<file path="config.mk">
export PLATFORM = sky130hd
export DESIGN_NAME = button_debounce_edge_repeat_core_flat
export DESIGN_NICKNAME = d
export VERILOG_FILES = /design/src/design/bdr_pkg.sv /design/src/design/bdr_if.sv /design/src/design/button_debounce_edge_repeat_core.sv /design/src/flat_wrapper.sv
export SDC_FILE = /design/constraint.sdc
export NUM_CORES = 1
export LEC_CHECK = 0
export BUFFER_PORTS_ARGS = -buffer_cell sky130_fd_sc_hd__buf_2
export CORE_MARGIN = 2
export CORE_UTILIZATION = 30
export DETAILED_ROUTE_END_ITERATION = 10
export PLACE_DENSITY = 0.46
export SYNTH_ARGS = -nofsm -noshare
export SYNTH_HDL_FRONTEND = slang
export SYNTH_SLANG_ARGS = --single-unit
export TNS_END_PERCENT = 50
</file>
<file path="constraint.sdc">
create_clock -name i_clk -period 7.3 [get_ports i_clk]
set_input_delay 0.365 -clock i_clk [delete_from_list [all_inputs] [get_ports i_clk]]
set_output_delay 0.365 -clock i_clk [all_outputs]
set_load 0.02 [all_outputs]
</file>
<file path="src/design/bdr_pkg.sv">
// Shared types, codes and helper functions for the button debounce block.
package bdr_pkg;

    localparam int unsigned OBJ_W    = 8;
    localparam int unsigned SHIFT_W  = 8;
    localparam int unsigned SECS_W   = 7;
    localparam int unsigned PRE_W    = 6;
    localparam int unsigned CODE_W   = 3;
    localparam int unsigned CFG_IDX_W = 3;
    localparam int unsigned CFG_DAT_W = 8;

    localparam logic [SECS_W-1:0] SECS_MAX      = 7'h7f;
    localparam logic [PRE_W-1:0]  PRE_LIMIT_RST = 6'd33;
    localparam logic [SHIFT_W-1:0] SHIFT_ALL_LO = 8'h00;
    localparam logic [SHIFT_W-1:0] SHIFT_ALL_HI = 8'hff;

    typedef enum logic [CODE_W-1:0] {
        ACT_NONE    = 3'd0,
        ACT_TOGGLE  = 3'd1,
        ACT_SEND0   = 3'd2,
        ACT_SEND1   = 3'd3,
        ACT_REPEAT0 = 3'd4,
        ACT_REPEAT1 = 3'd5
    } t_action;

    typedef enum logic [CFG_IDX_W-1:0] {
        REG_FALLING_ACTION      = 3'd0,
        REG_RISING_ACTION       = 3'd1,
        REG_REPEAT_INTERVAL     = 3'd2,
        REG_TICK_PRESCALE_LIMIT = 3'd3,
        REG_TARGET_OBJECT       = 3'd4
    } t_cfg_idx;

    typedef struct packed {
        logic valid;
        logic value;
    } t_send;

    typedef struct packed {
        logic             edge_event;
        logic             edge_level;
        logic             edge_send_valid;
        logic             edge_send_value;
        logic             repeat_send_valid;
        logic             repeat_send_value;
        logic [OBJ_W-1:0] send_object;
    } t_result;

    // Send decision for an accepted edge.
    function automatic t_send edge_action(input logic [CODE_W-1:0] code, input logic obj_on);
        t_send s;
        s = '0;
        case (code)
            ACT_TOGGLE: begin
                s.valid = 1'b1;
                s.value = ~obj_on;
            end
            ACT_SEND0, ACT_REPEAT0: begin
                s.valid = 1'b1;
            end
            ACT_SEND1, ACT_REPEAT1: begin
                s.valid = 1'b1;
                s.value = 1'b1;
            end
            default: s = '0;
        endcase
        return s;
    endfunction

    // Only the repeating codes send on a cyclic repeat.
    function automatic t_send repeat_action(input logic [CODE_W-1:0] code);
        t_send s;
        s = '0;
        case (code)
            ACT_REPEAT0: s.valid = 1'b1;
            ACT_REPEAT1: begin
                s.valid = 1'b1;
                s.value = 1'b1;
            end
            default: s = '0;
        endcase
        return s;
    endfunction

endpackage

</file>
<file path="src/design/bdr_if.sv">
// Handshake channel interfaces for poll samples, results and register writes.
interface bdr_in_if;
    logic                      valid;
    logic                      ready;
    logic                      pin_level;
    logic [bdr_pkg::OBJ_W-1:0] object_value;

    modport source (output valid, output pin_level, output object_value, input ready);
    modport sink   (input valid, input pin_level, input object_value, output ready);
endinterface

interface bdr_out_if;
    logic                      valid;
    logic                      ready;
    logic                      edge_event;
    logic                      edge_level;
    logic                      edge_send_valid;
    logic                      edge_send_value;
    logic                      repeat_send_valid;
    logic                      repeat_send_value;
    logic [bdr_pkg::OBJ_W-1:0] send_object;

    modport source (output valid, output edge_event, output edge_level,
                    output edge_send_valid, output edge_send_value,
                    output repeat_send_valid, output repeat_send_value,
                    output send_object, input ready);
    modport sink   (input valid, input edge_event, input edge_level,
                    input edge_send_valid, input edge_send_value,
                    input repeat_send_valid, input repeat_send_value,
                    input send_object, output ready);
endinterface

interface bdr_cfg_if;
    logic                          valid;
    logic                          ready;
    logic [bdr_pkg::CFG_IDX_W-1:0] index;
    logic [bdr_pkg::CFG_DAT_W-1:0] data;

    modport source (output valid, output index, output data, input ready);
    modport sink   (input valid, input index, input data, output ready);
endinterface

</file>
<file path="src/design/button_debounce_edge_repeat_core.sv">
// Top level: debounced button with edge actions and cyclic repeat.
// Each input transaction is one poll tick (raw pin level plus the current target
// object value) and yields exactly one result transaction. The pin passes an
// 8-sample shift filter; the debounced level flips only when all eight samples
// agree. An edge clears the seconds counter and runs the action code for that
// edge; a prescaler of tick_prescale_limit+1 ticks advances the seconds counter,
// and when it reaches repeat_interval the repeat code for the present level is
// sent again. One tick is accepted every clock cycle unless the output stalls:
// the whole update sits in one level of logic ahead of a single result register,
// and a tick is taken whenever that register is empty or is being drained in the
// same cycle. Register writes are always ready and are only to be issued while
// no tick is in flight. Reset level is low, prescale limit 33.
module button_debounce_edge_repeat_core (
    input  logic      i_clk,
    input  logic      i_rst_n,
    bdr_in_if.sink    i_in,
    bdr_out_if.source o_out,
    bdr_cfg_if.sink   i_cfg
);
    import bdr_pkg::*;

    // configuration
    logic [CODE_W-1:0] r_falling_action;
    logic [CODE_W-1:0] r_rising_action;
    logic [SECS_W-1:0] r_repeat_interval;
    logic [PRE_W-1:0]  r_prescale_limit;
    logic [OBJ_W-1:0]  r_target_object;

    // running state
    logic [SHIFT_W-1:0] r_shift,  n_shift;
    logic               r_level,  n_level;
    logic [SECS_W-1:0]  r_secs,   n_secs;
    logic [PRE_W-1:0]   r_pre,    n_pre;

    // result register
    logic    r_out_valid;
    t_result r_out, n_out;

    logic              in_accept;
    logic              fall, rise, edge_ev;
    logic [CODE_W-1:0] edge_code, rep_code;
    t_send             edge_snd, rep_snd;
    logic [PRE_W:0]    pre_inc;
    logic              sec_tick;
    logic [SECS_W-1:0] secs_base, secs_inc;
    logic              rep_hit;

    assign i_in.ready  = ~r_out_valid | o_out.ready;
    assign in_accept   = i_in.valid & i_in.ready;
    assign i_cfg.ready = 1'b1;

    always_comb begin
        n_shift = {i_in.pin_level, r_shift[SHIFT_W-1:1]};
        fall    = (n_shift == SHIFT_ALL_LO) & r_level;
        rise    = (n_shift == SHIFT_ALL_HI) & ~r_level;
        edge_ev = fall | rise;
        n_level = rise | (r_level & ~fall);

        edge_code = rise ? r_rising_action : r_falling_action;
        edge_snd  = edge_ev ? edge_action(edge_code, |i_in.object_value) : '0;

        // edge restarts the seconds count before this tick's second is counted
        secs_base = edge_ev ? '0 : r_secs;
        pre_inc   = {1'b0, r_pre} + 1'b1;
        sec_tick  = pre_inc > {1'b0, r_prescale_limit};
        secs_inc  = (secs_base < SECS_MAX) ? secs_base + 1'b1 : secs_base;
        rep_hit   = sec_tick & (secs_inc == r_repeat_interval);

        n_pre  = sec_tick ? '0 : pre_inc[PRE_W-1:0];
        n_secs = !sec_tick ? secs_base : (rep_hit ? '0 : secs_inc);

        rep_code = n_level ? r_rising_action : r_falling_action;
        rep_snd  = rep_hit ? repeat_action(rep_code) : '0;

        n_out.edge_event        = edge_ev;
        n_out.edge_level        = rise;
        n_out.edge_send_valid   = edge_snd.valid;
        n_out.edge_send_value   = edge_snd.value;
        n_out.repeat_send_valid = rep_snd.valid;
        n_out.repeat_send_value = rep_snd.value;
        n_out.send_object       = r_target_object;
    end

    always_ff @(posedge i_clk) begin
        if (!i_rst_n) begin
            r_falling_action  <= ACT_NONE;
            r_rising_action   <= ACT_NONE;
            r_repeat_interval <= '0;
            r_prescale_limit  <= PRE_LIMIT_RST;
            r_target_object   <= '0;
        end else if (i_cfg.valid) begin
            case (t_cfg_idx'(i_cfg.index))
                REG_FALLING_ACTION:      r_falling_action  <= i_cfg.data[CODE_W-1:0];
                REG_RISING_ACTION:       r_rising_action   <= i_cfg.data[CODE_W-1:0];
                REG_REPEAT_INTERVAL:     r_repeat_interval <= i_cfg.data[SECS_W-1:0];
                REG_TICK_PRESCALE_LIMIT: r_prescale_limit  <= i_cfg.data[PRE_W-1:0];
                REG_TARGET_OBJECT:       r_target_object   <= i_cfg.data[OBJ_W-1:0];
                default: ; // drop writes beyond the register list
            endcase
        end
    end

    always_ff @(posedge i_clk) begin
        if (!i_rst_n) begin
            r_shift     <= '0;
            r_level     <= 1'b0;
            r_secs      <= '0;
            r_pre       <= '0;
            r_out_valid <= 1'b0;
        end else begin
            if (in_accept) begin
                r_shift <= n_shift;
                r_level <= n_level;
                r_secs  <= n_secs;
                r_pre   <= n_pre;
            end
            if (in_accept) begin
                r_out_valid <= 1'b1;
            end else if (o_out.ready) begin
                r_out_valid <= 1'b0;
            end
        end
    end

    // payload: hold while stalled
    always_ff @(posedge i_clk) begin
        if (in_accept) begin
            r_out <= n_out;
        end
    end

    assign o_out.valid             = r_out_valid;
    assign o_out.edge_event        = r_out.edge_event;
    assign o_out.edge_level        = r_out.edge_level;
    assign o_out.edge_send_valid   = r_out.edge_send_valid;
    assign o_out.edge_send_value   = r_out.edge_send_value;
    assign o_out.repeat_send_valid = r_out.repeat_send_valid;
    assign o_out.repeat_send_value = r_out.repeat_send_value;
    assign o_out.send_object       = r_out.send_object;

endmodule
</file>
<file path="src/flat_wrapper.sv">
// flat-port wrapper written by rule: the top's interface ports become plain ports
module button_debounce_edge_repeat_core_flat import bdr_pkg::*;
  (i_clk, i_rst_n, i_in_valid, i_in_pin_level, i_in_object_value, i_in_ready, o_out_valid, o_out_edge_event, o_out_edge_level, o_out_edge_send_valid, o_out_edge_send_value, o_out_repeat_send_valid, o_out_repeat_send_value, o_out_send_object, o_out_ready, i_cfg_valid, i_cfg_index, i_cfg_data, i_cfg_ready);
  bdr_in_if i_in_i ();
  bdr_out_if o_out_i ();
  bdr_cfg_if i_cfg_i ();
  input  logic i_clk;
  input  logic i_rst_n;
  input wire logic [$bits(i_in_i.valid)-1:0] i_in_valid;
  input wire logic [$bits(i_in_i.pin_level)-1:0] i_in_pin_level;
  input wire logic [$bits(i_in_i.object_value)-1:0] i_in_object_value;
  output wire logic [$bits(i_in_i.ready)-1:0] i_in_ready;
  output wire logic [$bits(o_out_i.valid)-1:0] o_out_valid;
  output wire logic [$bits(o_out_i.edge_event)-1:0] o_out_edge_event;
  output wire logic [$bits(o_out_i.edge_level)-1:0] o_out_edge_level;
  output wire logic [$bits(o_out_i.edge_send_valid)-1:0] o_out_edge_send_valid;
  output wire logic [$bits(o_out_i.edge_send_value)-1:0] o_out_edge_send_value;
  output wire logic [$bits(o_out_i.repeat_send_valid)-1:0] o_out_repeat_send_valid;
  output wire logic [$bits(o_out_i.repeat_send_value)-1:0] o_out_repeat_send_value;
  output wire logic [$bits(o_out_i.send_object)-1:0] o_out_send_object;
  input wire logic [$bits(o_out_i.ready)-1:0] o_out_ready;
  input wire logic [$bits(i_cfg_i.valid)-1:0] i_cfg_valid;
  input wire logic [$bits(i_cfg_i.index)-1:0] i_cfg_index;
  input wire logic [$bits(i_cfg_i.data)-1:0] i_cfg_data;
  output wire logic [$bits(i_cfg_i.ready)-1:0] i_cfg_ready;
  assign i_in_i.valid = i_in_valid;
  assign i_in_i.pin_level = i_in_pin_level;
  assign i_in_i.object_value = i_in_object_value;
  assign i_in_ready = i_in_i.ready;
  assign o_out_valid = o_out_i.valid;
  assign o_out_edge_event = o_out_i.edge_event;
  assign o_out_edge_level = o_out_i.edge_level;
  assign o_out_edge_send_valid = o_out_i.edge_send_valid;
  assign o_out_edge_send_value = o_out_i.edge_send_value;
  assign o_out_repeat_send_valid = o_out_i.repeat_send_valid;
  assign o_out_repeat_send_value = o_out_i.repeat_send_value;
  assign o_out_send_object = o_out_i.send_object;
  assign o_out_i.ready = o_out_ready;
  assign i_cfg_i.valid = i_cfg_valid;
  assign i_cfg_i.index = i_cfg_index;
  assign i_cfg_i.data = i_cfg_data;
  assign i_cfg_ready = i_cfg_i.ready;
  button_debounce_edge_repeat_core u_core (.i_clk(i_clk), .i_rst_n(i_rst_n), .i_in(i_in_i), .o_out(o_out_i), .i_cfg(i_cfg_i));
endmodule
</file>
# Word-level counts from Yosys, hierarchy flattened
# Cells that the tools add are included.
# totals
reg_bits,64
inputBits,25
elab_cells,71
# classes
addsub,2
magnitude_cmp,2
eq_ne,13
muxes,13
n_bitwise,12
reduce_logical,12
# ops
op,count
$mux W7,4
$eq A3 B3 Y1 const B,5
$eq A3 B2 Y1 const B,4
$reduce_and A2 Y1,5
$eq A8 B8 Y1 const B,1
$logic_not A8 Y1,1
$reduce_or A8 Y1,1
$add A6 B1 Y7 const B,1
$add A7 B1 Y7 const B,1
$eq A7 B7 Y1,1
$gt A7 B6 Y1,1
$lt A7 B7 Y1 const B,1
$eq A3 B1 Y1 const B,2
$mux W3,2
$mux W6,1
$and A1 B1 Y1,5
$mux W1,5
$reduce_or A5 Y1,1
$not A1 Y1,4
$reduce_or A2 Y1,2
$logic_not A3 Y1,1
$or A1 B1 Y1,3
$pmux W1 S2,1
$reduce_bool A2 Y1,1

# Depth between registers and ports, before layout
# depth
ltp_word,10
mapped_depth,16

# Worst setup path after synthesis
# Ideal clock, no wire load.
# synth_path
path_type,in2reg
from,in i_in_pin_level
to,reg u_core.r_secs[0]
arrival_ns,3.204
path_slack_ns,3.938
cell_stages,16
n_path_buf,1
path_cell_list,nand4_1 -> or3_1 -> buf_2 -> clkinv_4 -> nor2_1 -> inv_1 -> nor2_1 -> ha_1 -> and4_1 -> and2_1 -> o311ai_0 -> o211ai_1 -> a2111oi_4 -> nand4_2 -> a22oi_1 -> a21oi_1
# synth_between
elab_chain_cells,10
word_cells_on_any_way,13
classes_between,add/sub (1); order compare (1); eq/ne (2); mux (4); bitwise (4); reduce/logical (1)
# synth_rtl
element,line_no,source
"start, declared",flat_wrapper.sv:10,input wire logic [$bits(i_in_i.pin_level)-1:0] i_in_pin_level;
$eq A8 B8 Y1 (*),button_debounce_edge_repeat_core.sv:55,rise = (n_shift == SHIFT_ALL_HI) & ~r_level;
$and A1 B1 Y1 (*),button_debounce_edge_repeat_core.sv:55,
net u_core.rise,button_debounce_edge_repeat_core.sv:40,"logic fall, rise, edge_ev;"
$or A1 B1 Y1 (*),button_debounce_edge_repeat_core.sv:56,edge_ev = fall | rise;
net u_core.edge_ev,button_debounce_edge_repeat_core.sv:40,
$mux W7 (*),button_debounce_edge_repeat_core.sv:63,secs_base = edge_ev ? '0 : r_secs;
$add A7 B1 Y7 / $lt A7 B7 Y1 (equally long branches),button_debounce_edge_repeat_core.sv:66,secs_inc = (secs_base < SECS_MAX) ? secs_base + 1'b1 : secs_base;
$mux W7,button_debounce_edge_repeat_core.sv:66,
$eq A7 B7 Y1,button_debounce_edge_repeat_core.sv:67,rep_hit = sec_tick & (secs_inc == r_repeat_interval);
$and A1 B1 Y1,button_debounce_edge_repeat_core.sv:67,
$mux W7,button_debounce_edge_repeat_core.sv:70,n_secs = !sec_tick ? secs_base : (rep_hit ? '0 : secs_inc);
$mux W7 (*),button_debounce_edge_repeat_core.sv:70,
"end signal, assigned",button_debounce_edge_repeat_core.sv:114,r_secs <= n_secs;
"end, declared",button_debounce_edge_repeat_core.sv:32,"logic [SECS_W-1:0] r_secs, n_secs;"
# The timed path passes the listed nets; every way through them passes the cells marked *.
# A chain may end at the register's enable or synchronous reset.

# Worst setup path after layout
# layout_path
from,reg u_core.r_shift[6]
to,"reg u_core.r_out, in the netlist u_core.o_out.repeat_send_value (data pin)"
# layout_between
elab_chain_cells,8
word_cells_on_any_way,17
classes_between,add/sub (1); order compare (1); eq/ne (3); mux (4); bitwise (7); reduce/logical (1)
# layout_rtl
element,line_no,source
"start, declared",button_debounce_edge_repeat_core.sv:30,"logic [SHIFT_W-1:0] r_shift, n_shift;"
"start signal, assigned",button_debounce_edge_repeat_core.sv:112,r_shift <= n_shift;
$eq A8 B8 Y1 (*),button_debounce_edge_repeat_core.sv:55,
$and A1 B1 Y1 (*),button_debounce_edge_repeat_core.sv:55,
net u_core.rise,button_debounce_edge_repeat_core.sv:40,
$or A1 B1 Y1 (*),button_debounce_edge_repeat_core.sv:56,
net u_core.edge_ev,button_debounce_edge_repeat_core.sv:40,
$mux W7 (*),button_debounce_edge_repeat_core.sv:63,
$add A7 B1 Y7 / $lt A7 B7 Y1 (equally long branches),button_debounce_edge_repeat_core.sv:66,
$mux W7 (*),button_debounce_edge_repeat_core.sv:66,
$eq A7 B7 Y1 (*),button_debounce_edge_repeat_core.sv:67,
$and A1 B1 Y1 (*),button_debounce_edge_repeat_core.sv:67,
"end signal, assigned",button_debounce_edge_repeat_core.sv:128,r_out <= n_out;
"end, declared",button_debounce_edge_repeat_core.sv:37,"t_result r_out, n_out;"
# Marked as above.

==> metrics <==
outcome=completed; r2r endpoint=u_core.o_out.repeat_send_value$_SDFFCE_PN0P_; crit-path cells=nand4_1 -> or3_1 -> clkinv_4 -> nor2_1 -> inv_1 -> nor2_1 -> ha_1 -> and4_1 -> and2_1 -> o311ai_0 -> o211ai_1 -> a2111oi_4 -> nand4_2 -> nor3_1; Main synth FF type=dfxtp_1; Clock Path Buffers=2; die height=between 100 and 150 um; Final Util=35.52%; DRC viols=0; final setup violating endpoints=0; drt wl/cell=about 15 um; Placer Congestion=~0.86; I/O pin count=42; first-pass GRT wire length=about 13,000 um; clk root buf=clkbuf_8; H-tree depth=3; Hold Path End=u_core.o_out.valid$_SDFFE_PN0P_; DR iter-0 viols=97; EDFF count, synth=14; P_leak=approximately 1.4 nW; Fin Setup TNS=0 ns; via count=~2,700; post-CTS setup buffer count=0; warnings from Yosys=0; worst slew pin tran=0.8891 ns; ys async rst share=0%; worst vdd rail ir drop=0.09910 mV; endpoint type of the worst setup path=flip-flop; FF-to-FF Start=u_core.r_shift[6]$_SDFFE_PN0P_; Hold Fails Final Rpt=0; worst relative slew slack=40.45%; Simple-Gate Fraction of Synth Area=between 20% and 30%; Peak Freq=257.6 MHz; vias in the first global route=~2,600; RSZ-0062 raised after global routing=no; Mapped Area=between 3000 and 4000 sq um; max_cap viols=0; Tot GR Track Use=roughly 14%; global route hottest layer=met2; Overall Power=just under 0.8 mW; minimum clock period=between 3 and 4 ns; main combinational cell family by area after synthesis=simple AND/OR/NAND/NOR gates; fraction of layout cells with a size suffix above 1=between 10% and 20%; Area after DPL=between 3000 and 4000 sq um; Critical Path AT=4.05 ns; Nets=~430; critical path's largest stage delay=0.50 ns; initial cell density of the core=30.44%; Power Density=around 210 nW/um^2; Cells after DPL=523; post-synthesis xor/xnor area fraction=2.420%; most frequent CP cell=nor2_1; IO buf count=40; final hold slack=~0.29 ns; Adder-Cell Fraction of Synth Area=3.073%; cts bufs inserted=9; Synth cell types=55; Clock transition at path regs=0.08 ns; Die W=between 100 and 150 um; fin crit share=about 53%; CTS tree=built; routed wire length=slightly below 8000 um; critical path's top delay family=simple AND/OR/NAND/NOR gates; hold path depth=3; diode count=0; Post-Syn Nets=roughly 390; DPL Wire Length=5633 um; Compound-Gate Fraction of Synth Area=about 15%; met1 Use GR=17.68%; Core Region=around 11,000 sq um; Setup WS pre-CTS=~3.4 ns; Synth Instances=359; Die ar.=11,710 sq um; Setup CP Type=flip-flop to flip-flop; clk sink count=between 60 and 70; final worst setup slack=~3.4 ns; Hold Crit Class=primary input to flip-flop; Final Instance Count excl. Fillers=between 500 and 600; Pre-antenna DRT Iters=4; Routed Antenna Nets=0; initial antenna violation count=0; Seq cells post-synth=63; CTS resizes=0; Critical path buffers and inverters=2; Skew-Pair Late Insertion Delay=around 0.33 ns; CP required=7.47 ns; met2 Usage GRT=about a quarter; Worst Setup Start Kind=flip-flop; Crit-path slowest cell=or3_1; Reg2Reg Depth=14; row cnt=38; Crit Path Max Fanout=8; Hold Buf Count CTS=0; met3 Use GR=between 3 and 4%; fin. max-slew vios=0; Hold Crit Start=i_in_valid; Area Overhead vs Synth=16.67%; GRT overflow=0; Final Skew=between 0.009 and 0.01 ns; post-synthesis sequential area ratio=43.03%; mux contribution to synthesized area=~8.9%; Avg Cell Area, Syn=between 9 and 10 sq um; via-per-instance ratio=between 4 and 5; Finished Cell Area=about 3800 sq um; reg-to-reg slack, setup=3.42 ns; largest net degree at the start of global routing=47
logic make-up (layout without fill, tap and decap cells):
kind of cell	Yosys count	after routing
muxes	29	29
and+or+nand+nor	145	145
DFF	63	63
buffers and inverters	31	71
AOI/OAI and AO/OA	73	73
xor gates and xnor gates	9	9
other	1	1
adders and majority gates	8	8
report_power, final:
group | switching, mW | internal (mW)
clock network | 0.153 | 0.196
registers | 0.00643 | 0.365
logic | 0.0390 | 0.0259
cell type report:
cell class                 count  area (sq um)
clock buffer                   9         123.9
clock inverter                 7         103.9
fill                        1122          6898
inverter                      13         53.80
multi-input combinational    265          1727
sequential                    63          1401
tap                          140         175.2
timing repair buffer          42         215.2
synth_stat cells (3+ instances only):
cell | instances | share of area [%]
nor2b_1 | 31 | 6.0
mux2i_1 | 29 | 8.9
ha_1 | 8 | 3.1
inv_1 | 12 | 1.4
and2_1 | 6 | 1.2
nor2_1 | 17 | 2.0
a21oi_1 | 19 | 2.9
nand3_1 | 15 | 2.3
and3_1 | 3 | 0.58
xnor2_1 | 4 | 1.1
and4_1 | 3 | 0.81
nand2_1 | 43 | 5.0
o21ai_0 | 19 | 2.9
clkbuf_1 | 14 | 1.6
edfxtp_1 | 14 | 13
nor3_1 | 4 | 0.61
nor4_1 | 4 | 0.77
a21boi_0 | 10 | 2.3
xor2_1 | 5 | 1.3
a31oi_1 | 5 | 0.96
buf_2 | 3 | 0.46
nand4_1 | 3 | 0.58
dfxtp_1 | 49 | 30
worst max-delay path by stage:
stage | to | from | depth (start not counted)
2_1_floorplan | u_core.r_secs[0]$_SDFFE_PN0P_ | i_in_pin_level | 16
4_1_cts | u_core.r_secs[0]$_SDFFE_PN0P_ | u_core.r_shift[6]$_SDFFE_PN0P_ | 15
5_1_grt | u_core.r_secs[0]$_SDFFE_PN0P_ | u_core.r_shift[6]$_SDFFE_PN0P_ | 15
3_3_place_gp | u_core.r_secs[0]$_SDFFE_PN0P_ | i_in_pin_level | 16
6_report | u_core.o_out.repeat_send_value$_SDFFCE_PN0P_ | u_core.r_shift[6]$_SDFFE_PN0P_ | 14
3_5_place_dp | u_core.r_secs[0]$_SDFFE_PN0P_ | i_in_pin_level | 16
state kept, by name, indices dropped and copies added (netlist names), 3 cells and up:
register	flops
u_core.r_rising_action	3
u_core.r_target_object	8
u_core.o_out.send_object	8
u_core.r_repeat_interval	7
u_core.r_prescale_limit	6
u_core.r_shift	7
u_core.r_pre	6
u_core.r_secs	7
u_core.r_falling_action	3
cell usage in the layout (no fill, tap or decap), types with 2 or more instances in the layout:
cell,count
dfxtp_1,49
inv_6,2
and3_1,3
and2_1,6
nand2_1,43
nor4_1,4
mux2i_1,29
xor2_1,5
xnor2_1,4
buf_4,2
or2_2,2
nand4_1,3
or3_1,2
nand2b_1,2
nor2_1,17
a31oi_1,5
ha_1,8
edfxtp_1,14
a21o_1,2
clkbuf_8,9
buf_2,40
o21ai_0,19
bufinv_16,2
clkinv_4,4
nor2b_1,31
inv_1,12
and4_1,3
a21oi_1,19
nor3b_1,2
nand3_1,15
nor3_1,4
a21boi_0,10
a311oi_1,2
a211oi_1,2
routing by layer:
| layer | vias up | part of all wire [%] |
|---|---|---|
| li1 | 1344 | - |
| met1 | 1257 | 45 |
| met4 | 0 | 1.4 |
| met3 | 10 | 5.0 |
| met2 | 55 | 48 |
| met5 | - | 0 |
worst reg2reg max path: cells and delay by family (launching register included):
family / cells / cell delay, ns
adders and majority gates: 1 / 0.25
DFF: 1 / 0.38
buffers and inverters: 2 / 0.32
and+or+nand+nor: 8 / 1.77
AOI/OAI and AO/OA: 3 / 1.02
Power figures use the tool's default switching activity.
